<file path="src/rtl/sem_pkg.sv">
// ----------------------------------------------------------------------------
// sem_pkg
// shared types and constants of the segment endpoint median block
// ----------------------------------------------------------------------------
package sem_pkg;

    localparam int COORD_W    = 12;
    localparam int NUM_COORDS = 4;

    typedef logic [COORD_W-1:0] t_coord;

    typedef enum logic {
        S_COLLECT,
        S_DRAIN
    } t_state;

    // control handed from the sequencer to the merging stage
    typedef struct packed {
        logic load;        // take the lane heads into the result register
        logic odd;         // stored count is odd
        logic empty;       // nothing stored
        logic overflowed;  // segments were dropped in this set
    } t_merge_ctrl;

endpackage

</file>
<file path="src/rtl/sem_lane.sv">
// ----------------------------------------------------------------------------
// sem_lane
// sorted insertion chain for one coordinate, drained towards cell 0
// ----------------------------------------------------------------------------
module sem_lane #(
    parameter int DEPTH = 64,
    parameter int CNT_W = $clog2(DEPTH + 1)
) (
    input  logic            i_clk,
    input  logic            i_ins,
    input  logic            i_shift,
    input  logic [CNT_W-1:0] i_count,
    input  sem_pkg::t_coord i_value,
    output sem_pkg::t_coord o_head0,
    output sem_pkg::t_coord o_head1
);

    localparam int HI = (DEPTH > 1) ? 1 : 0;

    sem_pkg::t_coord r_cell [DEPTH];
    sem_pkg::t_coord n_cell [DEPTH];

    // each cell compares against the new value only; the chain shifts open
    always_comb begin
        for (int i = 0; i < DEPTH; i++) begin
            logic prev_gt;
            logic cur_gt;
            prev_gt = 1'b0;
            if (i > 0) begin
                prev_gt = (CNT_W'(i - 1) < i_count) && (r_cell[i-1] > i_value);
            end
            cur_gt = (CNT_W'(i) >= i_count) || (r_cell[i] > i_value);
            if (i_shift) begin
                n_cell[i] = (i < DEPTH - 1) ? r_cell[(i < DEPTH - 1) ? i + 1 : i] : r_cell[i];
            end else if (!i_ins) begin
                n_cell[i] = r_cell[i];
            end else if (prev_gt) begin
                n_cell[i] = r_cell[(i > 0) ? i - 1 : 0];
            end else if (cur_gt) begin
                n_cell[i] = i_value;
            end else begin
                n_cell[i] = r_cell[i];
            end
        end
    end

    always_ff @(posedge i_clk) begin
        r_cell <= n_cell;
    end

    assign o_head0 = r_cell[0];
    assign o_head1 = r_cell[HI];

endmodule

</file>
<file path="config.mk">
export PLATFORM = sky130hd
export DESIGN_NAME = sem_lane
export DESIGN_NICKNAME = d
export VERILOG_FILES = /design/src/rtl/sem_pkg.sv /design/src/rtl/sem_lane.sv
export SDC_FILE = /design/constraint.sdc
export NUM_CORES = 2
export LEC_CHECK = 0
export BUFFER_PORTS_ARGS = -buffer_cell sky130_fd_sc_hd__buf_2
export CAP_MARGIN = 30
export CORE_UTILIZATION = 50
export DETAILED_ROUTE_END_ITERATION = 8
export PLACE_DENSITY = 0.64
export SLEW_MARGIN = 20
export SYNTH_ARGS = -nofsm -noshare
export SYNTH_HDL_FRONTEND = slang
export SYNTH_SLANG_ARGS = --single-unit
export TNS_END_PERCENT = 100
</file>
<file path="constraint.sdc">
create_clock -name i_clk -period 7.24 [get_ports i_clk]
set_clock_uncertainty 0.15 [all_clocks]
set_input_delay 1.448 -clock i_clk [delete_from_list [all_inputs] [get_ports i_clk]]
set_output_delay 1.448 -clock i_clk [all_outputs]
set_load 0.01 [all_outputs]
</file>
# After elaboration in Yosys (flattened, before gate mapping)
# Cells that the tools add are included.
[word_totals]
regBits = 768
inputBits = 22
output_inout_bits = 24
word_cells = 765
[classes]
n_lt_le_gt_ge = 191
n_mux = 253
bitwise = 1
reduce_logical = 256
[op_table]
columns = ["op", "count"]
rows = [
  ["$mux W12", 253],
  ["$gt A12 B12 Y1", 64],
  ["$ge A6 B7 Y1 const A", 32],
  ["$lt A6 B7 Y1 const A", 31],
  ["$reduce_bool A3 Y1", 62],
  ["$reduce_and A2 Y1", 63],
  ["$ge A5 B7 Y1 const A", 16],
  ["$lt A5 B7 Y1 const A", 16],
  ["$logic_or A1 B1 Y1", 64],
  ["$logic_and A1 B1 Y1", 63],
  ["$ge A4 B7 Y1 const A", 8],
  ["$lt A4 B7 Y1 const A", 8],
  ["$ge A3 B7 Y1 const A", 4],
  ["$lt A3 B7 Y1 const A", 4],
  ["$ge A1 B7 Y1 const A", 2],
  ["$ge A2 B7 Y1 const A", 2],
  ["$lt A1 B7 Y1 const A", 2],
  ["$lt A2 B7 Y1 const A", 2],
  ["$reduce_bool A2 Y1", 3],
  ["$reduce_and A3 Y1", 1],
  ["$not A1 Y1", 1],
]

# Depth between registers and ports, before layout
[depth]
word_depth = 6
mapped_depth = 10
mapped_depth_nobuf = 8

# Worst setup path before layout
# Ideal clock, no wire load.
[synth_path]
path_kind = "input -> register"
start = "input port i_value[1]"
end = "register r_cell[144] in the netlist's numbering (enable)"
setup_ps = 389
arrival_ps = 4972
t_required_ps = 6701
slack_ps = 1729
path_stages = 10
n_path_buf = 2
path_cell_list = "clkbuf_1 -> inv_1 -> ha_1 -> nor2b_1 -> o211ai_1 -> a211oi_1 -> a211o_1 -> buf_1 -> o21ai_0 -> a41oi_1"
[synth_between]
elab_chain_len = 4
word_cells_on_any_way = 6
classes_between = "order compare: 2; reduce/logical: 4"
[synth_rtl]
columns = ["item", "line", "source"]
rows = [
  ["start: declaration", "sem_lane.sv:13", "input sem_pkg::t_coord i_value,"],
  ["$gt A12 B12 Y1, on equally long branches", "sem_lane.sv:30, sem_lane.sv:32", ""],
  ["$logic_and A1 B1 Y1 or $logic_or A1 B1 Y1 (tied branches)", "sem_lane.sv:30, sem_lane.sv:32", ""],
  ["$reduce_bool A3 Y1 (no line) (*)", "-", ""],
  ["$reduce_and A2 Y1 (no line) (*)", "-", ""],
  ["end signal: assignment", "sem_lane.sv:48", "r_cell <= n_cell;"],
  ["end: declaration", "sem_lane.sv:20", "sem_pkg::t_coord r_cell [DEPTH];"],
]
# Mark *: on every way between the ends. The rest lies on a longest branch, timed or not.
# A chain may end at the register's enable or synchronous reset.

# Worst setup path in the final report
[layout_path]
start = "input port i_value[5]"
end = "register r_cell[367] in the netlist's numbering (enable)"
# Same word-level chain as after synthesis.

==> reports/results.ini <==
[run_status]
outcome=finished, violations left
violations=DRC

[grt]
overflow=0
grt_pass1_vias=50010
antenna_found_initial=10
grt_usage=0.3591
grt_pass1_wl_um=318900
grt_start_max_net_pins=188

[drt]
drc=22
vias=53230
drt_wl_total_um=215900
avgRoutedWirePerCell_um=28.76
drt_iter0_markers=6856
ant_nets=0
vias_per_cell=7.088
drt-pass1-iter-count=9

[clock_tree]
cts_root_buffer=clkbuf_16
cts_sinks=768
clk_path_buf_depth=3
cts_made_buffers=92
cts_max_level=3
clk_latency_ps=700
hold_buffers=0
clk_pin_slew_worst_paths_ps=60
cts_tree=yes
ctsResizeCount=0
post-cts-setup-buffer-count=0

[sta]
rsz0062_at_grt=false
final-max-slew-violation-count=0
timing.final.crit_share=0.6740
holdWs_ps=442.2
max_freq_ghz=0.2049
post-route-min-period_ps=4880
slew_headroom=0.2424
tightest_slew_ps=1132
setup_tns_ps=0
setup_violations=0
hold_violations=0

[worst_setup_path]
slowest_stage=nor3b_2
cp_top_family=buffers and inverters
path_cells=buf_2, buf_4, inv_4, ha_1, nand4_1, nor3_1, nor3b_2, o41ai_1, a41oi_1, buf_4
required_ps=7480
crit_top_cell=buf_4
cpPeakStageDelay_ps=760
startpoint_type=input pin
critPathKind=in -> reg
endpoint_kind=flip-flop
crit_fanout=36
worstPathArrival_ps=5120
crit_buf_inv=4

[yosys]
yosysWarnings=0
synth_edf_count=768
avgSynthCellArea_sq_um=9.573
synthFlopType=edfxtp_1
syn_area_sq_um=58040
synth_nets=6853
yosysSeqAreaShare=0.3974
synthArstFlopShare=0
ys_seq_elements=768
synth_cell_types=85
synthCells=6063

[finish]
final_cell_mix=788 x nand2_1, 768 x ha_1, 768 x edfxtp_1, 643 x nand3_1, 526 x o211ai_1
final_common_cell=nand2_1
fin_nets=6715
area_growth_pct=8.149
drive_gt1_frac=0.08160

[floorplan]
die_y_um=342.7
fp.dieArea_sq_um=117400
coreArea_sq_um=114700
start_util=0.5062
ios=46
die_w_um=342.7
rows=124

[power_and_ir_drop]
p_leak_uw=0.02420
p_per_area_nw_per_um2=329.4
ir_drop_v=0.0002091

[hold_path]
hold_path.class=reg -> reg

[place]
gp_congestion=0.9628
port_buffers=45
hpwl_um=144000

[flow_run]
drv_cap=0

-- worst paths after layout --
check              start           to  slack [ps]  cells past startpoint
min reg2reg  r_cell[468]  r_cell[456]         440                      2
max reg2reg  r_cell[381]  r_cell[367]        3700                      7
min          r_cell[468]  r_cell[456]         440                      2
max           i_value[5]  r_cell[367]        2360                     10
-- per-stage QoR --
stage | cells | worst slack [ps] | util | power [uW] | cell area [sq um]
2_1_floorplan | 6063 | 1729 | - | 13210 | 58040
3_3_place_gp | 7305 | 1761 | 0.5193 | 15600 | 59540
3_5_place_dp | 7333 | 1694 | 0.5220 | 15900 | 59850
4_1_cts | 7495 | 2405 | 0.5463 | 20400 | 62640
5_1_grt | 7505 | 2341 | 0.5474 | 21720 | 62760
6_report | 7509 | 2360 | 0.5474 | 20680 | 62770
-- power breakdown --
part	switching [uW]	leakage (uW)	internal, uW
Sequential	1810	0.00782	6930
Combinational	4530	0.0150	2880
Clock	1980	0.00137	2550
Total	8320	0.0242	12400
-- routing by layer --
metal  vias to the layer above  track usage  routed length, um
met3                       635      0.07973              24780
met1                     25920       0.4930              87240
met2                      3304       0.5409              93980
met4                        14       0.1594               9839
met5                         -            0                103
li1                      23360            -                  -
-- logic make-up (layout without fill, tap and decap cells) --
kind of cell / Yosys count / count (layout) / synth area share
buf+inv: 675 / 605 / 0.04907
other cells: 0 / 4 / 0
compound gates: 1666 / 1666 / 0.2018
mux: 68 / 68 / 0.01225
simple gates: 2118 / 2118 / 0.1740
fa+ha+maj: 768 / 768 / 0.1656
flops: 768 / 768 / 0.3974
-- synthesized netlist by cell type, types with 17 or more instances --
library cell	number	area share
nand2_1	800	0.052
edfxtp_1	768	0.40
ha_1	768	0.17
nand3_1	643	0.055
o211ai_1	526	0.068
a21oi_1	399	0.034
clkbuf_1	306	0.020
inv_1	209	0.014
o21ai_0	152	0.013
nand4_1	149	0.016
nor3_1	141	0.012
nor2_1	137	0.0089
o221ai_1	109	0.016
buf_2	95	0.0082
a21o_1	57	0.0074
a221oi_1	50	0.0075
a31oi_1	49	0.0053
nand2b_1	46	0.0050
buf_4	44	0.0057
mux2i_1	44	0.0076
nor2b_1	43	0.0046
a211oi_1	42	0.0054
o22ai_1	41	0.0044
a221o_1	36	0.0062
nor4_1	31	0.0033
a2bb2oi_1	26	0.0039
mux2_2	24	0.0047
nor3b_1	24	0.0031
a22oi_1	19	0.0025
o31ai_1	18	0.0023
buf_1	17	0.0011
-- flip-flops by register name, summed over array words and instances, names as in the netlist --
name	count
r_cell	744
o_head0	12
o_head1	12
-- tightest hold or removal path, cell delays in order (launching register included) --
cell	delay [ps]
edfxtp_1	340
nand3_1	70
o221ai_1	60
-- area by class of cell --
class                      instances  area, sq um
antenna                            4        10.01
clock inverter                    51        392.9
sequential                       768        23060
timing repair buffer             234         1913
inverter                         209        819.5
tap                             1512         1892
clock buffer                     111         2395
multi-input combinational       4620        32280
fill                           10150        51890
Power figures use the tool's default switching activity.
