<file path="src/rtl/sem_pkg.sv">
// ----------------------------------------------------------------------------
// sem_pkg
// shared types and constants of the segment endpoint median block
// ----------------------------------------------------------------------------
package sem_pkg;

    localparam int COORD_W    = 12;
    localparam int NUM_COORDS = 4;

    typedef logic [COORD_W-1:0] t_coord;

    typedef enum logic {
        S_COLLECT,
        S_DRAIN
    } t_state;

    // control handed from the sequencer to the merging stage
    typedef struct packed {
        logic load;        // take the lane heads into the result register
        logic odd;         // stored count is odd
        logic empty;       // nothing stored
        logic overflowed;  // segments were dropped in this set
    } t_merge_ctrl;

endpackage

</file>
<file path="src/rtl/sem_if.sv">


interface sem_med_if;
    logic           valid;
    logic           ready;
    sem_pkg::t_coord median_start_x;
    sem_pkg::t_coord median_start_y;
    sem_pkg::t_coord median_end_x;
    sem_pkg::t_coord median_end_y;
    logic           set_empty;
    logic           set_overflowed;

    modport source (output valid, median_start_x, median_start_y, median_end_x,
                    median_end_y, set_empty, set_overflowed, input ready);
    modport sink   (input valid, median_start_x, median_start_y, median_end_x,
                    median_end_y, set_empty, set_overflowed, output ready);
endinterface

</file>
<file path="src/rtl/sem_merge.sv">
// ----------------------------------------------------------------------------
// sem_merge
// combines the lane heads into medians and holds the result beat
// ----------------------------------------------------------------------------
module sem_merge (
    input  logic                 i_clk,
    input  logic                 i_rst_n,
    input  sem_pkg::t_merge_ctrl i_ctrl,
    input  sem_pkg::t_coord      i_head0 [sem_pkg::NUM_COORDS],
    input  sem_pkg::t_coord      i_head1 [sem_pkg::NUM_COORDS],
    sem_med_if.source            o_med
);

    sem_pkg::t_coord w_med [sem_pkg::NUM_COORDS];
    logic            r_valid;

    always_comb begin
        for (int c = 0; c < sem_pkg::NUM_COORDS; c++) begin
            logic [sem_pkg::COORD_W:0] sum;
            sum = {1'b0, i_head0[c]} + {1'b0, i_head1[c]};
            if (i_ctrl.empty) begin
                w_med[c] = '0;
            end else if (i_ctrl.odd) begin
                w_med[c] = i_head0[c];
            end else begin
                w_med[c] = sum[sem_pkg::COORD_W:1];
            end
        end
    end

    always_ff @(posedge i_clk) begin
        if (!i_rst_n) begin
            r_valid <= 1'b0;
        end else if (i_ctrl.load) begin
            r_valid <= 1'b1;
        end else if (o_med.ready) begin
            r_valid <= 1'b0;
        end
    end

    always_ff @(posedge i_clk) begin
        if (i_ctrl.load) begin
            o_med.median_start_x <= w_med[0];
            o_med.median_start_y <= w_med[1];
            o_med.median_end_x   <= w_med[2];
            o_med.median_end_y   <= w_med[3];
            o_med.set_empty      <= i_ctrl.empty;
            o_med.set_overflowed <= i_ctrl.overflowed;
        end
    end

    assign o_med.valid = r_valid;

endmodule

</file>
<file path="src/flat_wrapper.sv">
// flat-port wrapper written by rule: the top's interface ports become plain ports
module sem_merge_flat 
  (i_clk, i_rst_n, i_ctrl, i_head0, i_head1, o_med_valid, o_med_median_start_x, o_med_median_start_y, o_med_median_end_x, o_med_median_end_y, o_med_set_empty, o_med_set_overflowed, o_med_ready);
  sem_med_if o_med_i ();
  input  logic i_clk;
  input  logic i_rst_n;
  input  sem_pkg::t_merge_ctrl i_ctrl;
  input  sem_pkg::t_coord i_head0[sem_pkg::NUM_COORDS];
  input  sem_pkg::t_coord i_head1[sem_pkg::NUM_COORDS];
  output wire logic [$bits(o_med_i.valid)-1:0] o_med_valid;
  output wire logic [$bits(o_med_i.median_start_x)-1:0] o_med_median_start_x;
  output wire logic [$bits(o_med_i.median_start_y)-1:0] o_med_median_start_y;
  output wire logic [$bits(o_med_i.median_end_x)-1:0] o_med_median_end_x;
  output wire logic [$bits(o_med_i.median_end_y)-1:0] o_med_median_end_y;
  output wire logic [$bits(o_med_i.set_empty)-1:0] o_med_set_empty;
  output wire logic [$bits(o_med_i.set_overflowed)-1:0] o_med_set_overflowed;
  input wire logic [$bits(o_med_i.ready)-1:0] o_med_ready;
  assign o_med_valid = o_med_i.valid;
  assign o_med_median_start_x = o_med_i.median_start_x;
  assign o_med_median_start_y = o_med_i.median_start_y;
  assign o_med_median_end_x = o_med_i.median_end_x;
  assign o_med_median_end_y = o_med_i.median_end_y;
  assign o_med_set_empty = o_med_i.set_empty;
  assign o_med_set_overflowed = o_med_i.set_overflowed;
  assign o_med_i.ready = o_med_ready;
  sem_merge u_core (.i_clk(i_clk), .i_rst_n(i_rst_n), .i_ctrl(i_ctrl), .i_head0(i_head0), .i_head1(i_head1), .o_med(o_med_i));
endmodule
</file>
<file path="config.mk">
export PLATFORM = sky130hd
export DESIGN_NAME = sem_merge_flat
export DESIGN_NICKNAME = d
export VERILOG_FILES = /design/src/rtl/sem_pkg.sv /design/src/rtl/sem_if.sv /design/src/rtl/sem_merge.sv /design/src/flat_wrapper.sv
export SDC_FILE = /design/constraint.sdc
export NUM_CORES = 1
export LEC_CHECK = 0
export ABC_CLOCK_PERIOD_IN_PS = 2700
export BUFFER_PORTS_ARGS = -buffer_cell sky130_fd_sc_hd__buf_4
export CORE_MARGIN = 2
export CORE_UTILIZATION = 51
export CTS_CLUSTER_SIZE = 16
export DETAILED_ROUTE_END_ITERATION = 10
export PLACE_DENSITY = 0.88
export SYNTH_ARGS = -nofsm -noshare
export SYNTH_HDL_FRONTEND = slang
export SYNTH_SLANG_ARGS = --single-unit
</file>
<file path="constraint.sdc">
create_clock -name i_clk -period 2.7 [get_ports i_clk]
set_clock_uncertainty 0.05 [all_clocks]
set_input_delay 0.405 -clock i_clk [delete_from_list [all_inputs] [get_ports i_clk]]
set_output_delay 0.405 -clock i_clk [all_outputs]
set_load 0.01 [all_outputs]
</file>
Word level (Yosys, flattened, before mapping)
Index checks and enable logic that the tools add are counted.
{ "op_classes": {"addsub": 4, "mux": 6, "reduce_logical": 1} }
{ "op_table": {"columns": ["cell", "count"], "rows": [
  ["adder 12 x 12 -> 13 bit", 4],
  ["two-way mux 12 bit", 4],
  ["two-way mux 1 bit", 2],
  ["nonzero test 2 bit", 1]
]} }
{ "totals": {"register_bits": 51, "input_bits": 103} }

Longest topological paths before layout
Gate-level depths: netlist of run 1.
{ "logic_depth": {"depth_word": 2, "mapped_depth": 7} }

Least setup slack after synthesis of run 1
Ideal clock, no wire load.
{ "synth_path": {"kind": "in2reg", "from": "input port i_head0[24] (netlist bit)", "to": "register u_core.o_med.median_start_y[11] (data pin)", "setup_ps": 257, "arrival_ps": 1989, "t_required_ps": 2393, "setup_slack_ps": 404, "cell_stages": 7, "cell_sequence": "and2_1 fa_1 a21o_1 a221o_2 a221oi_2 o21ai_1 o2111a_1"} }
{ "synth_between": {"elab_chain_cells": 2} }
{ "synth_lines": {"columns": ["element", "line_no", "rtl"], "rows": [
  ["start, declared", "flat_wrapper.sv:8", "input sem_pkg::t_coord i_head0[sem_pkg::NUM_COORDS];"],
  ["adder 12 x 12 -> 13 bit", "sem_merge.sv:20", "sum = {1'b0, i_head0[c]} + {1'b0, i_head1[c]};"],
  ["two-way mux 12 bit", "sem_merge.sv:23", "end else if (i_ctrl.odd) begin"],
  ["end signal, assigned", "sem_merge.sv:44", "o_med.median_start_y <= w_med[1];"],
  ["end, declared", "sem_if.sv:13", "modport source (output valid, median_start_x, median_start_y, median_end_x,"]
]} }
Every way passes these cells.
A chain may end at the register's enable or synchronous reset.

Final worst setup path of run 1
{ "layout_path": {"from": "input port i_head0[36] (netlist bit)", "to": "register u_core.o_med.median_start_x[11] (data pin)"} }
{ "layout_between": {"elab_chain_cells": 2} }
{ "layout_lines": {"columns": ["element", "line_no", "rtl"], "rows": [
  ["adder 12 x 12 -> 13 bit", "sem_merge.sv:20", null],
  ["two-way mux 12 bit", "sem_merge.sv:23", null],
  ["end signal, assigned", "sem_merge.sv:43", "o_med.median_start_x <= w_med[0];"],
  ["end, declared", "sem_if.sv:13", null]
]} }
Every way passes these cells.

==> metrics.txt, run 1 <==
Final ANT Viol Nets=0; arrival time worst endpoint=2280 ps; most frequent cells in the layout=buf_4, nand2_1, edfxtp_1, a21oi_1, ha_1; most common cell after layout, fill and taps aside=buf_4; post-DR wirelength/cell=17.5 um; Max-cap violations=0; Slew Viols, Final=0; min cycle time layout=2270 ps; initial antenna violation count=0; WS Path Type=in2reg; Nets=759; DP HPWL=9410 um; Post-Syn Area=4360 sq um; Die ar.=9300 sq um; Num CTS Buffers=5; Post-CTS Repair Setup Buffers=0; largest net degree at the start of global routing=52; leakage power=2.52 nW; Site Rows=33; total track usage=26.5%; Worst VDD drop=0.269 mV; top cells by area, synth=edfxtp_1, ha_1, a21oi_1; Diodes inserted=0; Die H=96.4 um; outcome=finished clean; CTS Root Cell=clkbuf_8; clock tree buffer depth=2; Post-synth EDFFs=50; Tcrit/Tclk final=84.2%; Synth Flop Type=edfxtp_1; I/O pin count=154; Async S/R FF share, synth=0%; Cells after Synth=460; Crit. End Element=register; sw frac=33.0%; FF/Latch Area=1520 sq um; hold buffers post-CTS=0; final hold viol count=0; CTS tree=built; multi-input logic area=2710 sq um; Synth top area share=34.5%; RSZ-0062 raised after global routing=no; gp weighted congestion=0.883; Comb pwr share=38.3%; core area=8260 sq um; synth unique cells=73; TNS Setup=0 ps; Worst-Skew Late Latency=310 ps; vias in the first global route=4077; r2r worst-path depth=2; Yosys top cell by area=edfxtp_1; first-pass GRT wire length=19100 um; Residual DRC=0; Initial Utilization=52.8%; Worst Hold Class=in2reg; syn_area_per_cell=9.47 sq um; Worst-path clk slew=100 ps; Overflow after GRT=0; crit start category=primary input; Flop pwr share=41.8%; Pwr per Cell Area=415 nW/um^2; Required @ worst endpoint=2710 ps; Max Clock Freq=440 MHz; # setup viols final=0; number of port buffers=153; total length of routed wires=12500 um; register bit total from synthesis=51; Hold WS=225 ps; hold path depth=1; Sw Pwr=0.779 mW; clock group share of total power=19.9%; DR vias=4372; CP max FO=3; Synth Warn #=0; Die Wd=96.4 um; DRT Pass-1 Iters=5; register area share after synthesis=34.9%; Internal=1.58 mW; via/cell ratio=6.12; post-CTS sizing=0; CTS Sinks=51; Filler cells=645; post-synth net total=611; Worst Tran Pin Value=680 ps; Max transition margin=54.7%; layout cell share with drive strength beyond 1=28.9%; Starting DRT DRC Count=186; CTS HTree Levels=2; Area Overhead vs Synth=30.5%
[cell type report]
cell class,instances,area share [%]
clock buffer,5,1.21
clock inverter,3,0.418
inverter,13,0.858
multi-input combinational,379,47.6
sequential,51,26.8
tap,105,2.31
timing repair buffer,158,20.9
[registers in the layout (all words and copies together) (netlist names)]
register,count
u_core.o_med.set_empty,1
u_core.o_med.median_end_y,12
u_core.o_med.set_overflowed,1
u_core.o_med.valid,1
u_core.o_med.median_end_x,12
u_core.o_med.median_start_x,12
u_core.o_med.median_start_y,12
[power groups by stage]
stage | registers [mW] | logic (mW) | clock network [mW]
floorplan | 1.05 | 0.475 | 0
global placement | 1.00 | 0.864 | 0
detailed placement | 1.01 | 0.893 | 0
CTS | 0.988 | 0.898 | 0.471
global route | 0.994 | 0.993 | 0.504
finish | 0.988 | 0.905 | 0.470
[synth_stat cells, types with 11 or more instances]
cell / number
inv_1: 12
nor3_1: 11
a21o_1: 22
ha_1: 44
nand3_1: 12
nand2_1: 54
a21oi_1: 45
edfxtp_1: 50
o21ai_0: 14
nor2_1: 22
[per-stage QoR]
| stage | setup WS (ps) | area [sq um] | instances | total power, mW | util, % |
|---|---|---|---|---|---|
| 3_3_place_gp | 192 | 5590 | 706 | 1.87 | 67.7 |
| 4_1_cts | 468 | 5690 | 714 | 2.36 | 68.9 |
| 3_5_place_dp | 153 | 5590 | 706 | 1.90 | 67.7 |
| 2_1_floorplan | 404 | 4360 | 460 | 1.52 | - |
| 5_1_grt | 348 | 5690 | 714 | 2.49 | 68.9 |
| 6_report | 427 | 5690 | 714 | 2.36 | 68.9 |
[critical path, cell delays in order]
cell	delay [ps]
buf_4	120
and2_1	160
fa_1	420
a21o_1	210
a221oi_1	490
o32ai_1	230
o21ai_1	170
a211oi_1	80
[cell families (layout without fill, tap and decap cells)]
| group | count (synthesis) | count (layout) | synth area share [%] |
|---|---|---|---|
| buffers and inverters | 30 | 179 | 2.96 |
| AO/OA/AOI/OAI | 158 | 158 | 25.5 |
| flip-flops | 51 | 51 | 34.9 |
| adder cells (fa/ha/maj) | 48 | 48 | 14.5 |
| XOR/XNOR | 16 | 16 | 3.22 |
| AND/OR/NAND/NOR | 150 | 150 | 17.3 |
| multiplexers | 7 | 7 | 1.64 |
[metal layers]
| metal | up-vias | track usage (%) | wire length, um |
|---|---|---|---|
| li1 | 2094 | - | - |
| met1 | 2027 | 33.6 | 4930 |
| met2 | 232 | 46.6 | 6260 |
| met3 | 19 | 4.11 | 1050 |
| met4 | 0 | 8.10 | 222 |
| met5 | - | 0 | 0 |
[final timing paths]
path              slack, ps                from                         endpoint
setup / recovery        430         i_head0[36]  u_core.o_med.median_start_x[11]
hold reg to reg         540  u_core.o_med.valid               u_core.o_med.valid
hold / removal          220           i_ctrl[0]      u_core.o_med.set_overflowed
setup reg to reg       1960  u_core.o_med.valid               u_core.o_med.valid
No activity file was read; power rests on OpenSTA's default activity.
==> run 2, diff against run 1 <==
Settings changed: ABC_CLOCK_PERIOD_IN_PS 2700 to 1900, CORE_UTILIZATION 51 to 46, PLACE_DENSITY 0.88 to 0.84.
Clock period 2.7 ns to 1.9 ns, I/O delays scaled along.
==> run 2 against run 1 <==
The run now ends with negative setup slack left. Clock power up 33%. First-iteration DRC count increased by 52%. Sequential share of layout area is 3.4 points lower. Non-clock buffer count up 85. Register-to-register slack lost 800 ps. Worst hold slack got worse by 120 ps. Sequential cell count stayed put. Total power is 52% higher. Via count rose by 7.7%. Largest power group is now combinational cells.
==> metrics.txt, run 2 (same netlist as run 1, synthesis figures left out) <==
min cycle time layout=1930 ps; outcome=complete, but fails checks; Nets=844 (+11%); CP max stage cell=a221o_2; Die H=101 um (+5.1%); design area=6510 sq um (+14%); Internal=2.44 mW (+54%); Max-cap violations=0 (unchanged); gp weighted congestion=0.890 (+0.87%); Final ANT Viol Nets=0 (unchanged); final hold viol count=0 (unchanged); Initial Utilization=47.4% (-5.4 points); Post-DP Area=6320 sq um (+13%); sw frac=32.1% (-0.85 points); largest net degree at the start of global routing=36 (-31%); GR peak layer=met2; violated checks=negative setup slack; Slew Viols, Final=0 (unchanged); core area=9200 sq um (+11%); Hold WS=109 ps (-116 ps); I/O pin count=154 (unchanged); Die Wd=101 um (+5.1%); most common cell after layout, fill and taps aside=buf_4; Worst VDD drop=0.352 mV (+31%); Tcrit/Tclk final=102%; Final Total Pwr=3.60 mW (+52%); CP max FO=3 (unchanged); CTS tree=built; Num CTS Buffers=5 (unchanged); global-route track usage on met2=46.6% (about the same); CTS Sinks=51 (unchanged); met3 GRT Util=4.55% (+0.44 points); CTS HTree Levels=2 (unchanged); Sw Pwr=1.15 mW (+48%); CP peak stage delay=410 ps (-80 ps); layout cell share with drive strength beyond 1=40.5% (+12 points); most frequent cells in the layout=buf_4, nand2_1, edfxtp_1, a21oi_1, ha_1; initial antenna violation count=0 (unchanged); total length of routed wires=13700 um (+9.7%); Starting DRT DRC Count=282 (+52%); Area Overhead vs Synth=49.4%; crit start category=primary input; Required @ worst endpoint=1920 ps (-790 ps); # setup viols final=1 (+1); WS Path Type=in2reg; vias in the first global route=4746 (+16%); Pwr per Cell Area=552 nW/um^2 (+33%); Worst Hold Class=in2reg; Worst-Skew Late Latency=300 ps (about the same); M1 GR Usage=30.7% (-2.8 points); Flop pwr share=39.1% (-2.7 points); leakage power=2.96 nW (+18%); Overflow after GRT=0 (unchanged); Die ar.=10300 sq um (+10%); Site Rows=35 (+6.1%); DR vias=4710 (+7.7%); hold buffers post-CTS=0 (unchanged); CP Cell Sequence=buf_6 -> and2_4 -> fa_2 -> a21o_1 -> a221o_2 -> a221oi_4 -> o21ai_1 -> o2111a_1; number of port buffers=153 (unchanged); clock tree buffer depth=2 (unchanged); RSZ-0062 raised after global routing=yes; final worst slack=-29.3 ps (-456 ps); Filler cells=693 (+7.4%); Max transition margin=68.0% (+13 points); CTS Root Cell=clkbuf_8; DRT Pass-1 Iters=5 (unchanged); Diodes inserted=0 (unchanged); clock group share of total power=17.4% (-2.5 points); Worst Tran Pin Value=478 ps (-202 ps); Comb pwr share=43.5% (+5.2 points); Max Clock Freq=518 MHz; first-pass GRT wire length=21400 um (+12%); via/cell ratio=5.87 (-4.2%); Worst-path clk slew=100 ps (about the same); total track usage=25.8% (-0.69 points); Crit. End Element=register; arrival time worst endpoint=1950 ps (-330 ps); post-DR wirelength/cell=17.0 um (-2.4%); DP HPWL=10500 um (+12%); Residual DRC=0 (unchanged)
run 2: cell count changes in the layout (fill, tap and decap cells not counted), sizes merged:
cell	before	now
inv	13	12
clkbuf	5	6
clkinvlp	2	0
buf	158	243
run 2: final timing paths:
| path | startpoint | end | slack [ps] | depth (start not counted) |
|---|---|---|---|---|
| worst max-delay path | i_head0[24] | u_core.o_med.median_start_y[11] | -30 | 8 |
| worst min-delay path | i_ctrl[0] | u_core.o_med.set_overflowed | 110 | 1 |
| worst max register to register | u_core.o_med.valid | u_core.o_med.valid | 1160 | 2 |
| worst min register to register | u_core.o_med.valid | u_core.o_med.valid | 540 | 2 |
run 2: layer usage:
| layer | up-vias | wire, um |
|---|---|---|
| met1 | 2212 | 5430 |
| li1 | 2251 | - |
| met2 | 212 | 6880 |
| met3 | 35 | 961 |
| met5 | - | 0 |
| met4 | 0 | 411 |
run 2: power by group through the flow:
stage / registers (mW) / logic, mW / clock network, mW
floorplan: 1.49 / 0.701 / 0
global placement: 1.43 / 1.44 / 0
detailed placement: 1.43 / 1.50 / 0
CTS: 1.41 / 1.53 / 0.624
global route: 1.42 / 1.70 / 0.656
finish: 1.41 / 1.57 / 0.624
run 2: worst max-delay path, delay by kind of cell:
kind,cells,cell delay [ps]
simple gates,1,140
fa+ha+maj,1,350
buf+inv,1,90
compound gates,5,1090
run 2: layout make-up:
type                            count  area [sq um]  share of cell area [%]
Tap cell                          111           139                    2.13
Sequential cell                    51          1520                    23.4
Timing Repair Buffer              243          1880                    29.0
Clock buffer                        6          72.6                    1.11
Inverter                           13          48.8                   0.750
Multi-Input combinational cell    379          2840                    43.7
run 2: stage by stage:
stage	setup WS, ps	setup TNS, ps	instances	util [%]
4_1_cts	-50.9	-57.3	801	70.1
3_3_place_gp	-398	-5270	792	68.8
6_report	-29.3	-29.3	803	70.8
5_1_grt	-98.6	-215	803	70.8
2_1_floorplan	-205	-870	460	-
3_5_place_dp	-420	-6580	792	68.8
run 2: what timing repair did:
action | CTS | global route
buffers inserted | 3 | 2
endpoints found under the setup margin | 5 | 10
gates resized for setup | 5 | 10
pin swaps | 6 | 6
